File: src/hw/rtl/lhods_pkg.sv
// Shared types, codes and constants of the lift homing and omni drive sequencer.
// Used by every module under hw/rtl; depends on nothing.
package lhods_pkg;

	// Lift count, job lengths, step counter width and queue size.
	localparam int NUM_LIFTS     = 4;
	localparam int HOMING_STEPS  = 4;
	localparam int DRIVE_STEPS   = 8;
	localparam int STEP_W        = 3;
	localparam int QUEUE_DEPTH   = 2;
	localparam int QUEUE_PTR_W   = 1;

	// Input operation codes.
	localparam logic [1:0] OP_STATE    = 2'd0;
	localparam logic [1:0] OP_FEEDBACK = 2'd1;
	localparam logic [1:0] OP_TICK     = 2'd2;

	// Reported system states of interest.
	localparam logic [1:0] ST_EMERGENCY = 2'd0;
	localparam logic [1:0] ST_DRIVE     = 2'd2;

	// Homing phases.
	localparam logic [1:0] PH_IDLE   = 2'd0;
	localparam logic [1:0] PH_HOMING = 2'd1;
	localparam logic [1:0] PH_DONE   = 2'd2;

	// Configuration register indexes.
	localparam logic [1:0] CFG_HOME_RPM  = 2'd0;
	localparam logic [1:0] CFG_THRESHOLD = 2'd1;
	localparam logic [1:0] CFG_MAX_RPM   = 2'd2;
	localparam logic [1:0] CFG_LIFT_STEP = 2'd3;

	// Configuration reset values.
	localparam logic signed [22:0] HOME_RPM_RST  = -23'sd76800;
	localparam logic [14:0]        THRESHOLD_RST = 15'd3000;
	localparam logic [14:0]        MAX_RPM_RST   = 15'd5000;
	localparam logic [14:0]        LIFT_STEP_RST = 15'd1280;

	// Job kinds held in the queue.
	localparam logic JOB_HOMING = 1'b0;
	localparam logic JOB_DRIVE  = 1'b1;

	// Kinds of one back-end step.
	localparam logic [1:0] STEP_HOME  = 2'd0;
	localparam logic [1:0] STEP_WHEEL = 2'd1;
	localparam logic [1:0] STEP_LIFT  = 2'd2;

	// Control modes and motor numbering.
	localparam logic       CTRL_SPEED     = 1'b0;
	localparam logic       CTRL_POSITION  = 1'b1;
	localparam logic [3:0] WHEEL_ID_BASE  = 4'd1;
	localparam logic [3:0] LIFT_ID_BASE   = 4'd5;
	localparam logic [3:0] LAST_MOTOR_NUM = 4'd8;

	// Rounding constants: Q1.15 times rpm into Q.8 is a shift by 7, lift step by 15.
	localparam int WHEEL_SHIFT = 7;
	localparam int LIFT_SHIFT  = 15;
	localparam logic signed [33:0] WHEEL_HALF = 34'sd64;
	localparam logic signed [33:0] LIFT_HALF  = 34'sd16384;

	typedef struct packed {
		logic [1:0]         operation;
		logic [1:0]         report_state;
		logic [1:0]         lift_index;
		logic signed [15:0] lift_current;
		logic signed [31:0] lift_angle;
		logic signed [15:0] joy_forward;
		logic signed [15:0] joy_sideways;
		logic signed [15:0] joy_turn;
		logic signed [15:0] joy_lift;
		logic               joy_present;
	} in_item_t;

	typedef struct packed {
		logic [3:0]         motor_num;
		logic               control_mode;
		logic signed [31:0] setpoint;
		logic               last_command;
	} out_item_t;

	typedef struct packed {
		logic signed [22:0] home_rpm;
		logic [14:0]        current_threshold;
		logic [14:0]        max_wheel_rpm;
		logic [14:0]        lift_step;
	} cfg_t;

	// One classified control tick waiting for the back end.
	typedef struct packed {
		logic                           kind;
		logic [NUM_LIFTS-1:0]           hit;
		logic                           all_hit;
		logic [NUM_LIFTS-1:0][31:0]     angle;
		logic signed [15:0]             fwd;
		logic signed [15:0]             side;
		logic signed [15:0]             turn;
		logic signed [15:0]             lift;
	} job_t;

	// One command travelling down the back-end pipeline.
	typedef struct packed {
		logic [1:0]         kind;
		logic [1:0]         idx;
		logic [3:0]         motor_num;
		logic               mode;
		logic               last;
		logic               hit;
		logic               clear_goals;
		logic signed [31:0] angle;
		logic signed [31:0] value;
	} step_t;

endpackage

File: src/hw/rtl/lhods_front.sv
// Front end: accepts input beats, keeps system state, homing phase and lift feedback,
// and turns live control ticks into jobs for the queue. Depends on lhods_pkg.
module lhods_front (
	input  logic                clk,
	input  logic                arst_n,
	input  logic                in_valid,
	output logic                in_ready,
	input  lhods_pkg::in_item_t in_data,
	input  lhods_pkg::cfg_t     cfg,
	input  logic                q_full,
	output logic                q_push,
	output lhods_pkg::job_t     q_job
);

	logic [1:0] last_state_q;
	logic [1:0] phase_q;
	logic [lhods_pkg::NUM_LIFTS-1:0][15:0] cur_q;
	logic [lhods_pkg::NUM_LIFTS-1:0][31:0] ang_q;

	logic                            accept;
	logic                            tick_live;
	logic [lhods_pkg::NUM_LIFTS-1:0] hit;
	logic [16:0]                     mag [lhods_pkg::NUM_LIFTS];

	// A beat is taken whenever the queue has room for a job.
	assign in_ready = !q_full;
	assign accept   = in_valid && in_ready;

	// End stop detection: absolute current against the threshold, per lift.
	always_comb begin
		for (int i = 0; i < lhods_pkg::NUM_LIFTS; i++) begin
			if (cur_q[i][15]) begin
				mag[i] = 17'd0 - {1'b1, cur_q[i]};
			end else begin
				mag[i] = {1'b0, cur_q[i]};
			end
			hit[i] = mag[i] > {2'b00, cfg.current_threshold};
		end
	end

	// Ticks only count while the last report was drive.
	assign tick_live = accept && (in_data.operation == lhods_pkg::OP_TICK) &&
		(last_state_q == lhods_pkg::ST_DRIVE);

	always_comb begin
		q_push = tick_live && ((phase_q == lhods_pkg::PH_HOMING) ||
			((phase_q == lhods_pkg::PH_DONE) && in_data.joy_present));
		q_job.kind    = (phase_q == lhods_pkg::PH_HOMING) ? lhods_pkg::JOB_HOMING :
			lhods_pkg::JOB_DRIVE;
		q_job.hit     = hit;
		q_job.all_hit = &hit;
		q_job.angle   = ang_q;
		q_job.fwd     = in_data.joy_forward;
		q_job.side    = in_data.joy_sideways;
		q_job.turn    = in_data.joy_turn;
		q_job.lift    = in_data.joy_lift;
	end

	// State reports, feedback capture and the homing phase.
	always_ff @(posedge clk or negedge arst_n) begin
		if (!arst_n) begin
			last_state_q <= lhods_pkg::ST_EMERGENCY;
			phase_q      <= lhods_pkg::PH_IDLE;
			cur_q        <= '0;
			ang_q        <= '0;
		end else if (accept) begin
			unique case (in_data.operation)
				lhods_pkg::OP_STATE: begin
					if ((last_state_q != lhods_pkg::ST_DRIVE) &&
						(in_data.report_state == lhods_pkg::ST_DRIVE) &&
						((phase_q == lhods_pkg::PH_IDLE) ||
						(phase_q == lhods_pkg::PH_DONE))) begin
						phase_q <= lhods_pkg::PH_HOMING;
					end
					if (in_data.report_state == lhods_pkg::ST_EMERGENCY) begin
						phase_q <= lhods_pkg::PH_IDLE;
					end
					last_state_q <= in_data.report_state;
				end
				lhods_pkg::OP_FEEDBACK: begin
					cur_q[in_data.lift_index] <= in_data.lift_current;
					ang_q[in_data.lift_index] <= in_data.lift_angle;
				end
				lhods_pkg::OP_TICK: begin
					if (tick_live && (phase_q == lhods_pkg::PH_HOMING) && (&hit)) begin
						phase_q <= lhods_pkg::PH_DONE;
					end
				end
				default: begin
				end
			endcase
		end
	end

endmodule

File: src/hw/rtl/lhods_queue.sv
// Short job queue between the front and back ends, so that each side can stall alone.
// Depends on lhods_pkg for the job type and depth.
module lhods_queue (
	input  logic            clk,
	input  logic            arst_n,
	input  logic            push,
	input  lhods_pkg::job_t push_data,
	output logic            full,
	input  logic            pop,
	output logic            valid,
	output lhods_pkg::job_t head
);

	logic [lhods_pkg::QUEUE_PTR_W-1:0] wr_q;
	logic [lhods_pkg::QUEUE_PTR_W-1:0] rd_q;
	logic [lhods_pkg::QUEUE_PTR_W:0]   count_q;
	lhods_pkg::job_t                   slot_q [lhods_pkg::QUEUE_DEPTH];

	assign full  = count_q == (lhods_pkg::QUEUE_PTR_W+1)'(lhods_pkg::QUEUE_DEPTH);
	assign valid = count_q != '0;
	assign head  = slot_q[rd_q];

	// Pointers and fill level.
	always_ff @(posedge clk or negedge arst_n) begin
		if (!arst_n) begin
			wr_q    <= '0;
			rd_q    <= '0;
			count_q <= '0;
		end else begin
			if (push) begin
				wr_q <= (wr_q == lhods_pkg::QUEUE_PTR_W'(lhods_pkg::QUEUE_DEPTH - 1)) ?
					'0 : wr_q + 1'b1;
			end
			if (pop) begin
				rd_q <= (rd_q == lhods_pkg::QUEUE_PTR_W'(lhods_pkg::QUEUE_DEPTH - 1)) ?
					'0 : rd_q + 1'b1;
			end
			if (push && !pop) begin
				count_q <= count_q + 1'b1;
			end else if (pop && !push) begin
				count_q <= count_q - 1'b1;
			end
		end
	end

	// Job storage.
	always_ff @(posedge clk) begin
		if (push) begin
			slot_q[wr_q] <= push_data;
		end
	end

	a_push_room: assert property (@(posedge clk) disable iff (!arst_n)
		push |-> !full) else $error("job pushed into a full queue");

	a_pop_data: assert property (@(posedge clk) disable iff (!arst_n)
		pop |-> count_q != '0) else $error("job popped from an empty queue");

endmodule

File: src/hw/rtl/lhods_back.sv
// Back end: steps through each job one command per cycle unless the output stalls,
// in a four-stage pipeline (operand select, multiply, round, lift goal update) into
// the output register. Owns the lift origins and goals. Depends on lhods_pkg.
module lhods_back (
	input  logic                 clk,
	input  logic                 arst_n,
	input  lhods_pkg::cfg_t      cfg,
	input  logic                 q_valid,
	input  lhods_pkg::job_t      q_head,
	output logic                 q_pop,
	output logic                 out_valid,
	input  logic                 out_ready,
	output lhods_pkg::out_item_t out_data
);

	// Sequencer over the steps of the current job.
	logic                          en;
	logic                          busy_q;
	logic [lhods_pkg::STEP_W-1:0]  step_q;
	lhods_pkg::job_t               job_q;
	logic                          last_step;
	logic                          take;

	// Pipeline stages.
	logic                 v_s1, v_s2, v_s3, v_s4;
	lhods_pkg::step_t     st_d, st_s1, st_s2, st_s3, st_s4;
	logic signed [17:0]   opa_d, opa_s1;
	logic [14:0]          opb_d, opb_s1;
	logic signed [33:0]   prod_s2;
	logic signed [33:0]   rnd_sum;
	logic signed [33:0]   rnd_shift;
	lhods_pkg::step_t     st3_d;
	logic signed [32:0]   goal_sum;
	logic [30:0]          goal_new;
	lhods_pkg::step_t     st4_d;
	logic signed [31:0]   origin_s4;
	logic signed [32:0]   pos_sum;
	logic signed [31:0]   pos_sat;
	lhods_pkg::out_item_t out_d;
	logic                 out_valid_q;
	lhods_pkg::out_item_t out_q;

	// Lift state.
	logic [lhods_pkg::NUM_LIFTS-1:0][30:0] goal_q;
	logic [lhods_pkg::NUM_LIFTS-1:0][31:0] origin_q;

	// Operand selection helpers.
	logic [1:0]         idx;
	logic signed [17:0] f18, s18, t18;
	logic signed [17:0] mix [4];

	// The whole pipeline moves whenever the output register can take a beat.
	assign en        = !out_valid_q || out_ready;
	assign last_step = (job_q.kind == lhods_pkg::JOB_HOMING) ?
		(step_q == lhods_pkg::STEP_W'(lhods_pkg::HOMING_STEPS - 1)) :
		(step_q == lhods_pkg::STEP_W'(lhods_pkg::DRIVE_STEPS - 1));
	assign take      = en && (!busy_q || last_step);
	assign q_pop     = take && q_valid;

	always_ff @(posedge clk or negedge arst_n) begin
		if (!arst_n) begin
			busy_q <= 1'b0;
			step_q <= '0;
		end else if (en) begin
			if (!busy_q || last_step) begin
				busy_q <= q_valid;
				step_q <= '0;
			end else begin
				step_q <= step_q + 1'b1;
			end
		end
	end

	always_ff @(posedge clk) begin
		if (q_pop) begin
			job_q <= q_head;
		end
	end

	// Decode the current step into a command and multiplier operands.
	always_comb begin
		idx    = step_q[1:0];
		f18    = {{2{job_q.fwd[15]}}, job_q.fwd};
		s18    = {{2{job_q.side[15]}}, job_q.side};
		t18    = {{2{job_q.turn[15]}}, job_q.turn};
		mix[0] = f18 - s18 + t18;
		mix[1] = f18 + s18 - t18;
		mix[2] = -f18 + s18 + t18;
		mix[3] = -f18 - s18 - t18;

		st_d.idx         = idx;
		st_d.hit         = job_q.hit[idx];
		st_d.angle       = job_q.angle[idx];
		st_d.clear_goals = 1'b0;
		st_d.value       = '0;
		opa_d            = '0;
		opb_d            = '0;
		if (job_q.kind == lhods_pkg::JOB_HOMING) begin
			st_d.kind        = lhods_pkg::STEP_HOME;
			st_d.motor_num   = lhods_pkg::LIFT_ID_BASE + {2'b00, idx};
			st_d.mode        = lhods_pkg::CTRL_SPEED;
			st_d.last        = last_step;
			st_d.clear_goals = job_q.all_hit && last_step;
			st_d.value       = job_q.hit[idx] ? 32'sd0 :
				{{9{cfg.home_rpm[22]}}, cfg.home_rpm};
		end else if (!step_q[lhods_pkg::STEP_W-1]) begin
			st_d.kind      = lhods_pkg::STEP_WHEEL;
			st_d.motor_num = lhods_pkg::WHEEL_ID_BASE + {2'b00, idx};
			st_d.mode      = lhods_pkg::CTRL_SPEED;
			st_d.last      = 1'b0;
			opa_d          = mix[idx];
			opb_d          = cfg.max_wheel_rpm;
		end else begin
			st_d.kind      = lhods_pkg::STEP_LIFT;
			st_d.motor_num = lhods_pkg::LIFT_ID_BASE + {2'b00, idx};
			st_d.mode      = lhods_pkg::CTRL_POSITION;
			st_d.last      = last_step;
			opa_d          = {{2{job_q.lift[15]}}, job_q.lift};
			opb_d          = cfg.lift_step;
		end
	end

	// Rounding: add half, less one for negatives, then an arithmetic shift gives
	// round to nearest with ties away from zero.
	always_comb begin
		st3_d = st_s2;
		if (st_s2.kind == lhods_pkg::STEP_LIFT) begin
			rnd_sum   = prod_s2 + lhods_pkg::LIFT_HALF - {33'd0, prod_s2[33]};
			rnd_shift = rnd_sum >>> lhods_pkg::LIFT_SHIFT;
		end else begin
			rnd_sum   = prod_s2 + lhods_pkg::WHEEL_HALF - {33'd0, prod_s2[33]};
			rnd_shift = rnd_sum >>> lhods_pkg::WHEEL_SHIFT;
		end
		if (st_s2.kind != lhods_pkg::STEP_HOME) begin
			st3_d.value = rnd_shift[31:0];
		end
	end

	// Lift goal: integrate, clamp at zero and saturate high.
	always_comb begin
		goal_sum = $signed({2'b00, goal_q[st_s3.idx]}) +
			$signed({st_s3.value[31], st_s3.value});
		if (goal_sum[32]) begin
			goal_new = '0;
		end else if (goal_sum[31]) begin
			goal_new = '1;
		end else begin
			goal_new = goal_sum[30:0];
		end
		st4_d = st_s3;
		if (st_s3.kind == lhods_pkg::STEP_LIFT) begin
			st4_d.value = {1'b0, goal_new};
		end
	end

	// Position setpoint: goal plus origin, saturated to 32 bits.
	always_comb begin
		pos_sum = $signed({st_s4.value[31], st_s4.value}) + $signed({origin_s4[31], origin_s4});
		if (pos_sum[32] != pos_sum[31]) begin
			pos_sat = pos_sum[32] ? 32'sh8000_0000 : 32'sh7fff_ffff;
		end else begin
			pos_sat = pos_sum[31:0];
		end
		out_d.motor_num    = st_s4.motor_num;
		out_d.control_mode = st_s4.mode;
		out_d.last_command = st_s4.last;
		out_d.setpoint     = (st_s4.kind == lhods_pkg::STEP_LIFT) ? pos_sat : st_s4.value;
	end

	// Stage valids and the output valid.
	always_ff @(posedge clk or negedge arst_n) begin
		if (!arst_n) begin
			v_s1        <= 1'b0;
			v_s2        <= 1'b0;
			v_s3        <= 1'b0;
			v_s4        <= 1'b0;
			out_valid_q <= 1'b0;
		end else if (en) begin
			v_s1        <= busy_q;
			v_s2        <= v_s1;
			v_s3        <= v_s2;
			v_s4        <= v_s3;
			out_valid_q <= v_s4;
		end
	end

	// Stage payloads.
	always_ff @(posedge clk) begin
		if (en) begin
			st_s1     <= st_d;
			opa_s1    <= opa_d;
			opb_s1    <= opb_d;
			st_s2     <= st_s1;
			prod_s2   <= opa_s1 * $signed({1'b0, opb_s1});
			st_s3     <= st3_d;
			st_s4     <= st4_d;
			origin_s4 <= origin_q[st_s3.idx];
			out_q     <= out_d;
		end
	end

	// Origins latch at end stop during homing; goals move on lift steps and
	// clear once every lift is homed.
	always_ff @(posedge clk or negedge arst_n) begin
		if (!arst_n) begin
			goal_q   <= '0;
			origin_q <= '0;
		end else if (en && v_s3) begin
			if (st_s3.kind == lhods_pkg::STEP_LIFT) begin
				goal_q[st_s3.idx] <= goal_new;
			end
			if ((st_s3.kind == lhods_pkg::STEP_HOME) && st_s3.hit) begin
				origin_q[st_s3.idx] <= st_s3.angle;
			end
			if ((st_s3.kind == lhods_pkg::STEP_HOME) && st_s3.clear_goals) begin
				goal_q <= '0;
			end
		end
	end

	assign out_valid = out_valid_q;
	assign out_data  = out_q;

	a_last_motor: assert property (@(posedge clk) disable iff (!arst_n)
		out_valid_q && out_q.last_command |-> out_q.motor_num == lhods_pkg::LAST_MOTOR_NUM)
		else $error("final command of a tick is not for the last lift");

	a_goal_nonneg: assert property (@(posedge clk) disable iff (!arst_n)
		v_s4 && (st_s4.kind == lhods_pkg::STEP_LIFT) |-> !st_s4.value[31])
		else $error("lift goal went negative");

endmodule

File: src/hw/rtl/lift_homing_and_omni_drive_sequencer_core.sv
// Lift homing and omni drive sequencer, top level: configuration registers and the
// front end, job queue and back end. Throughput: one command per cycle unless the
// output stalls; a homing tick gives 4 commands, a drive tick 8 in a row.
// Input beats are taken every cycle while the two-entry job queue has room.
// Reset (arst_n low) clears state, phase, feedback, origins and goals, and loads
// the configuration defaults; there is no clearing pass.
module lift_homing_and_omni_drive_sequencer_core (
	input  logic                 clk,
	input  logic                 arst_n,
	input  logic                 in_valid,
	output logic                 in_ready,
	input  lhods_pkg::in_item_t  in_data,
	output logic                 out_valid,
	input  logic                 out_ready,
	output lhods_pkg::out_item_t out_data,
	input  logic                 cfg_we,
	input  logic [1:0]           cfg_index,
	input  logic [22:0]          cfg_data
);

	lhods_pkg::cfg_t cfg_q;
	logic            q_full;
	logic            q_push;
	lhods_pkg::job_t q_job;
	logic            q_pop;
	logic            q_valid;
	lhods_pkg::job_t q_head;

	// Configuration registers.
	always_ff @(posedge clk or negedge arst_n) begin
		if (!arst_n) begin
			cfg_q.home_rpm          <= lhods_pkg::HOME_RPM_RST;
			cfg_q.current_threshold <= lhods_pkg::THRESHOLD_RST;
			cfg_q.max_wheel_rpm     <= lhods_pkg::MAX_RPM_RST;
			cfg_q.lift_step         <= lhods_pkg::LIFT_STEP_RST;
		end else if (cfg_we) begin
			unique case (cfg_index)
				lhods_pkg::CFG_HOME_RPM:  cfg_q.home_rpm          <= cfg_data;
				lhods_pkg::CFG_THRESHOLD: cfg_q.current_threshold <= cfg_data[14:0];
				lhods_pkg::CFG_MAX_RPM:   cfg_q.max_wheel_rpm     <= cfg_data[14:0];
				lhods_pkg::CFG_LIFT_STEP: cfg_q.lift_step         <= cfg_data[14:0];
				default: begin
				end
			endcase
		end
	end

	lhods_front u_front (
		.clk      (clk),
		.arst_n   (arst_n),
		.in_valid (in_valid),
		.in_ready (in_ready),
		.in_data  (in_data),
		.cfg      (cfg_q),
		.q_full   (q_full),
		.q_push   (q_push),
		.q_job    (q_job)
	);

	lhods_queue u_queue (
		.clk       (clk),
		.arst_n    (arst_n),
		.push      (q_push),
		.push_data (q_job),
		.full      (q_full),
		.pop       (q_pop),
		.valid     (q_valid),
		.head      (q_head)
	);

	lhods_back u_back (
		.clk       (clk),
		.arst_n    (arst_n),
		.cfg       (cfg_q),
		.q_valid   (q_valid),
		.q_head    (q_head),
		.q_pop     (q_pop),
		.out_valid (out_valid),
		.out_ready (out_ready),
		.out_data  (out_data)
	);

endmodule
File: config.mk
export PLATFORM = sky130hd
export DESIGN_NAME = lift_homing_and_omni_drive_sequencer_core
export DESIGN_NICKNAME = d
export VERILOG_FILES = /design/src/hw/rtl/lhods_pkg.sv /design/src/hw/rtl/lhods_front.sv /design/src/hw/rtl/lhods_queue.sv /design/src/hw/rtl/lhods_back.sv /design/src/hw/rtl/lift_homing_and_omni_drive_sequencer_core.sv
export SDC_FILE = /design/constraint.sdc
export NUM_CORES = 2
export LEC_CHECK = 0
export BUFFER_PORTS_ARGS = -buffer_cell sky130_fd_sc_hd__buf_2
export CAP_MARGIN = 40
export CORE_UTILIZATION = 60
export CTS_CLUSTER_SIZE = 14
export DETAILED_ROUTE_END_ITERATION = 16
export PLACE_DENSITY = 0.78
export SLEW_MARGIN = 10
export SYNTH_ARGS = -nofsm -noshare
export SYNTH_HDL_FRONTEND = slang
export SYNTH_SLANG_ARGS = --single-unit
File: constraint.sdc
create_clock -name clk -period 21.2 [get_ports clk]
set_input_delay 4.24 -clock clk [delete_from_list [all_inputs] [get_ports clk]]
set_output_delay 4.24 -clock clk [all_outputs]
set_load 0.1 [all_outputs]
==> summary.md <==
| Metric | Value |
|---|---|
| Htree depth | 4 |
| Die Y | approximately 370 um |
| Fin crit share | about a third |
| Worst rel slew slack | approximately 28% |
| Netlist Area Pre-Place | approximately 79000 um2 |
| Max Buffers Root-to-Sink | 3 |
| DR vias/cell | about 6 |
| Worst Hold Class | register to register |
| CTS resizes | 0 |
| Final Hold Vio Count | 0 |
| RSZ-0062 raised after global routing | false |
| Status | finished, final reports clean |
| Post-Synth Adder-Cell Area | about 14% |
| Seq/Total Area, Yosys | a little over half |
| Skew-Pair Late Insertion Delay | between 0.7 and 0.8 ns |
| Largest cells by area after synthesis | edfxtp_1, dfrtp_1, fa_1 |
| Hold Path End | u_back.st_s2[3] |
| Share of cells above drive strength 1 | ~20% |
| Final hold slack | between 0.4 and 0.5 ns |
| Reg2Reg Setup Slack | roughly 14 ns |
| CTS tree | done |
| # setup viols final | 0 |
| Xor-xnor portion of the synthesized cell area | between 2 and 3% |
| DR pass1 iterations | 5 |
| Gr ovfl total | 0 |
| IO Port Bufs | 188 |
| Antenna viol nets, final | 0 |
| Final slew viol count | 0 |
| R2R depth | 21 |
| Post-synthesis compound-gate area fraction | under 10% |
| Startpoint Class | register |
| Initial core utilization | about three fifths |
| Async S/R FF share, synth | 35.2% |
| Critical R2R Capture | u_back.prod_s2[32] |
| Post-route minimum period | approximately 7.0 ns |
| Postcts setup bufs | 0 |
| Critical Path Slowest Stage Cell | edfxtp_1 |
| Drt drc | 0 |
| # Max-Cap Violations | 0 |
| Routed wire length | between 150000 and 200000 um |
| Die span in x | ~370 um |
| Cts hold-fix bufs | 0 |
| TritonCTS Buffers | 150 |
| CP max stage delay | about 0.83 ns |
| Min-Delay Path Depth | 0 |
| Yosys top cell area share | around 37% |
| Seq cells post-synth | between 1.5k and 2k |
| Initial antenna violation count | 23 |
| Post-Place Cell Area | a little over 80000 um2 |
| Synth Instances | 5960 |
| Hold_sp | u_back.st_s1[3] |
| Largest family of logic cells by synthesized area | adder cells |
| Num ports | about 190 |
| Crit. End Element | register |
| Core Util, Final | 67.5% |
| Worst path depth | 21 |
| Critical path origin | u_back.opb_s1[1] |
| Critical path's top delay family | adder cells |
| TNS Setup | 0 ns |
| Worst-Margin Slew | 1.07 ns |
| Largest net degree at the start of global routing | roughly 170 |
| Via count | about 48k |
| Cell Chain, Critical Path | nand2_1 -> fa_1 -> fa_1 -> inv_1 -> fa_1 -> fa_1 -> fa_1 -> inv_1 -> fa_1 -> inv_1 -> ha_1 -> a21oi_1 -> o21ai_1 -> a211oi_1 -> o21bai_1 -> a21o_1 -> a221oi_1 -> o21ai_1 -> a211o_1 -> a21oi_1 -> xnor2_1 |
| Die ar. | ~130000 um2 |
| Worst EP required | around 22 ns |
| RD Place Congestion | 0.936 |
| Cell mode on critical path | fa_1 |
| Site Rows | roughly 130 |
| Top_reg_cell synth | edfxtp_1 |
| Clock sinks | between 1.5k and 2k |
| Root Driver | clkbuf_16 |
| F_max | approximately 140 MHz |
| Fill count | 8855 |
| Fin area | 87900 um2 |
| Crit Path Class | register to register |
| CP arrival | between 7 and 8 ns |
| DR iter-0 viols | 3994 |
| Mux contribution to synthesized area | roughly 12% |
| Yosys Warn Count | 0 |
| Clock slew at reported path FFs | about 0.06 ns |
| Final Skew | 0.0362 ns |
| WL/cell | 22.3 um |
| Crit path buf inv count | 3 |
| GRT Util Overall | 27.3% |
| Vias in the first global route | 49.2k |
| Synth Net Count | ~6.8k |
| First-pass GRT wire length | ~280000 um |
| Worst-path maximum fanout | 18 |
| Synth Area in Simple Gates | under 10% |
| Area of the core | 130000 um2 |
| Number of synthesized flops with an enable pin | about 970 |
| Fin nets | about 7k |
| Library cells used by synthesis | slightly below 100 |
| Worst R2R Start | u_back.opb_s1[1] |
| P&R area growth vs syn | 10.9% |
| Post-synthesis area per instance | 13.3 um2 |
| Post-synth top area cell | edfxtp_1 |
| Post-DP HPWL | roughly 130000 um |
-- area by class of cell --
type	instances	area (um2)	share of cell area, %
Inverter	595	2250	2.56
Multi-Input combinational cell	3650	33800	38.5
Tap cell	1742	2180	2.48
Antenna cell	6	15.0	0.0171
Clock buffer	202	4220	4.80
Timing Repair Buffer	259	1920	2.18
Sequential cell	1501	42500	48.3
Clock inverter	80	1050	1.20
-- cells in the mapped netlist, types with 19 or more instances --
| library cell | instances |
|---|---|
| and2_1 | 152 |
| o21a_1 | 25 |
| mux2_2 | 580 |
| xor2_1 | 71 |
| dfrtp_1 | 505 |
| edfxtp_1 | 972 |
| inv_1 | 590 |
| o21ai_0 | 171 |
| a21oi_1 | 196 |
| a21o_1 | 101 |
| nor2b_1 | 44 |
| o21bai_1 | 32 |
| mux2i_1 | 21 |
| mux4_2 | 105 |
| dfstp_2 | 24 |
| o21ai_1 | 75 |
| and3_1 | 21 |
| nand3_1 | 40 |
| fa_1 | 341 |
| a31oi_1 | 26 |
| xnor2_1 | 184 |
| nor3_1 | 51 |
| nor2_1 | 160 |
| a211oi_1 | 28 |
| ha_1 | 325 |
| a22o_1 | 48 |
| clkbuf_1 | 178 |
| nand2_1 | 463 |
| buf_1 | 21 |
| o221a_1 | 19 |
| nand4_1 | 31 |
| nand2b_1 | 47 |
| or3_1 | 22 |
| o31ai_1 | 44 |
-- sequential cells by signal (all words and copies together), names as in the netlist, 27 cells and up --
| signal | cells |
|---|---|
| u_queue.slot_q | 396 |
| u_back.job_q | 182 |
| u_back.origin_q | 128 |
| u_front.q_job | 128 |
| u_back.goal_q | 124 |
| cfg_q | 68 |
| u_back.st_s1 | 66 |
| u_front.cur_q | 64 |
| u_back.st3_d | 43 |
| u_back.st4_d | 43 |
| u_back.out_data | 38 |
| u_back.prod_s2 | 34 |
| u_back.st_s4 | 33 |
| u_back.origin_s4 | 32 |
| u_back.st_s3 | 27 |
-- worst register-to-register path: cells and delay by family, from the launching register on --
family / cells / cell delay, ns
adders and majority gates: 7 / 3.45
AOI/OAI and AO/OA: 9 / 2.03
DFF: 1 / 0.83
and+or+nand+nor: 1 / 0.17
buffers and inverters: 3 / 0.15
xor gates and xnor gates: 1 / 0.08
-- through the flow --
step / cells / setup WS, ns
detailed placement: 7744 / 13.66
CTS: 8026 / 14.27
global route: 8029 / 13.86
global placement: 7718 / 13.04
floorplan: 5960 / 5.42
finish: 8035 / 14.22
-- metal layers --
layer  global-route usage, %  part of all wire (%)  vias up
met4                    9.02                   2.9       24
li1                        -                     -    21600
met5                       0                 0.079        -
met2                    45.1                    48     1517
met3                    5.18                   6.9      342
met1                    36.6                    42    24100
-- worst max path at each step --
| stage | end |
|---|---|
| 6_report | u_back.prod_s2[32] |
| 2_1_floorplan | u_back.step_q[0] |
| 5_1_grt | u_back.prod_s2[32] |
| 3_3_place_gp | u_queue.slot_q[1][36] |
| 3_5_place_dp | u_back.job_q[19] |
| 4_1_cts | u_back.prod_s2[32] |
-- placed cells by master (no fill, tap or decap), types with 24 or more instances in the layout --
master     instances
edfxtp_1         972
nor2b_1           44
nor3_1            51
nand2b_1          46
nand4_1           31
fa_1             341
buf_4             39
o21ai_1           75
a211oi_1          28
dfstp_2           24
a21oi_1          196
and2_1           151
o21ai_0          167
mux2_2           580
dfrtp_1          502
inv_1            588
o21bai_1          32
clkbuf_1          29
nand3_1           39
buf_2            194
a22o_1            48
mux4_2           105
xnor2_1          184
clkbuf_16        154
nor2_1           154
ha_1             325
a21o_1           101
xor2_1            71
o21a_1            25
o31ai_1           44
a31oi_1           26
nand2_1          463
-- cells by family (layout without fill, tap and decap cells) --
| logic type | after synthesis | count (layout) |
|---|---|---|
| adders and majority gates | 678 | 678 |
| muxes | 713 | 713 |
| buffers and inverters | 809 | 1136 |
| AOI/OAI and AO/OA | 897 | 897 |
| and+or+nand+nor | 1106 | 1106 |
| other | 0 | 6 |
| xor gates and xnor gates | 256 | 256 |
| DFF | 1501 | 1501 |
Power is not shown: default switching activity piles up to over one toggle a cycle in this logic, so the estimate is an artifact.
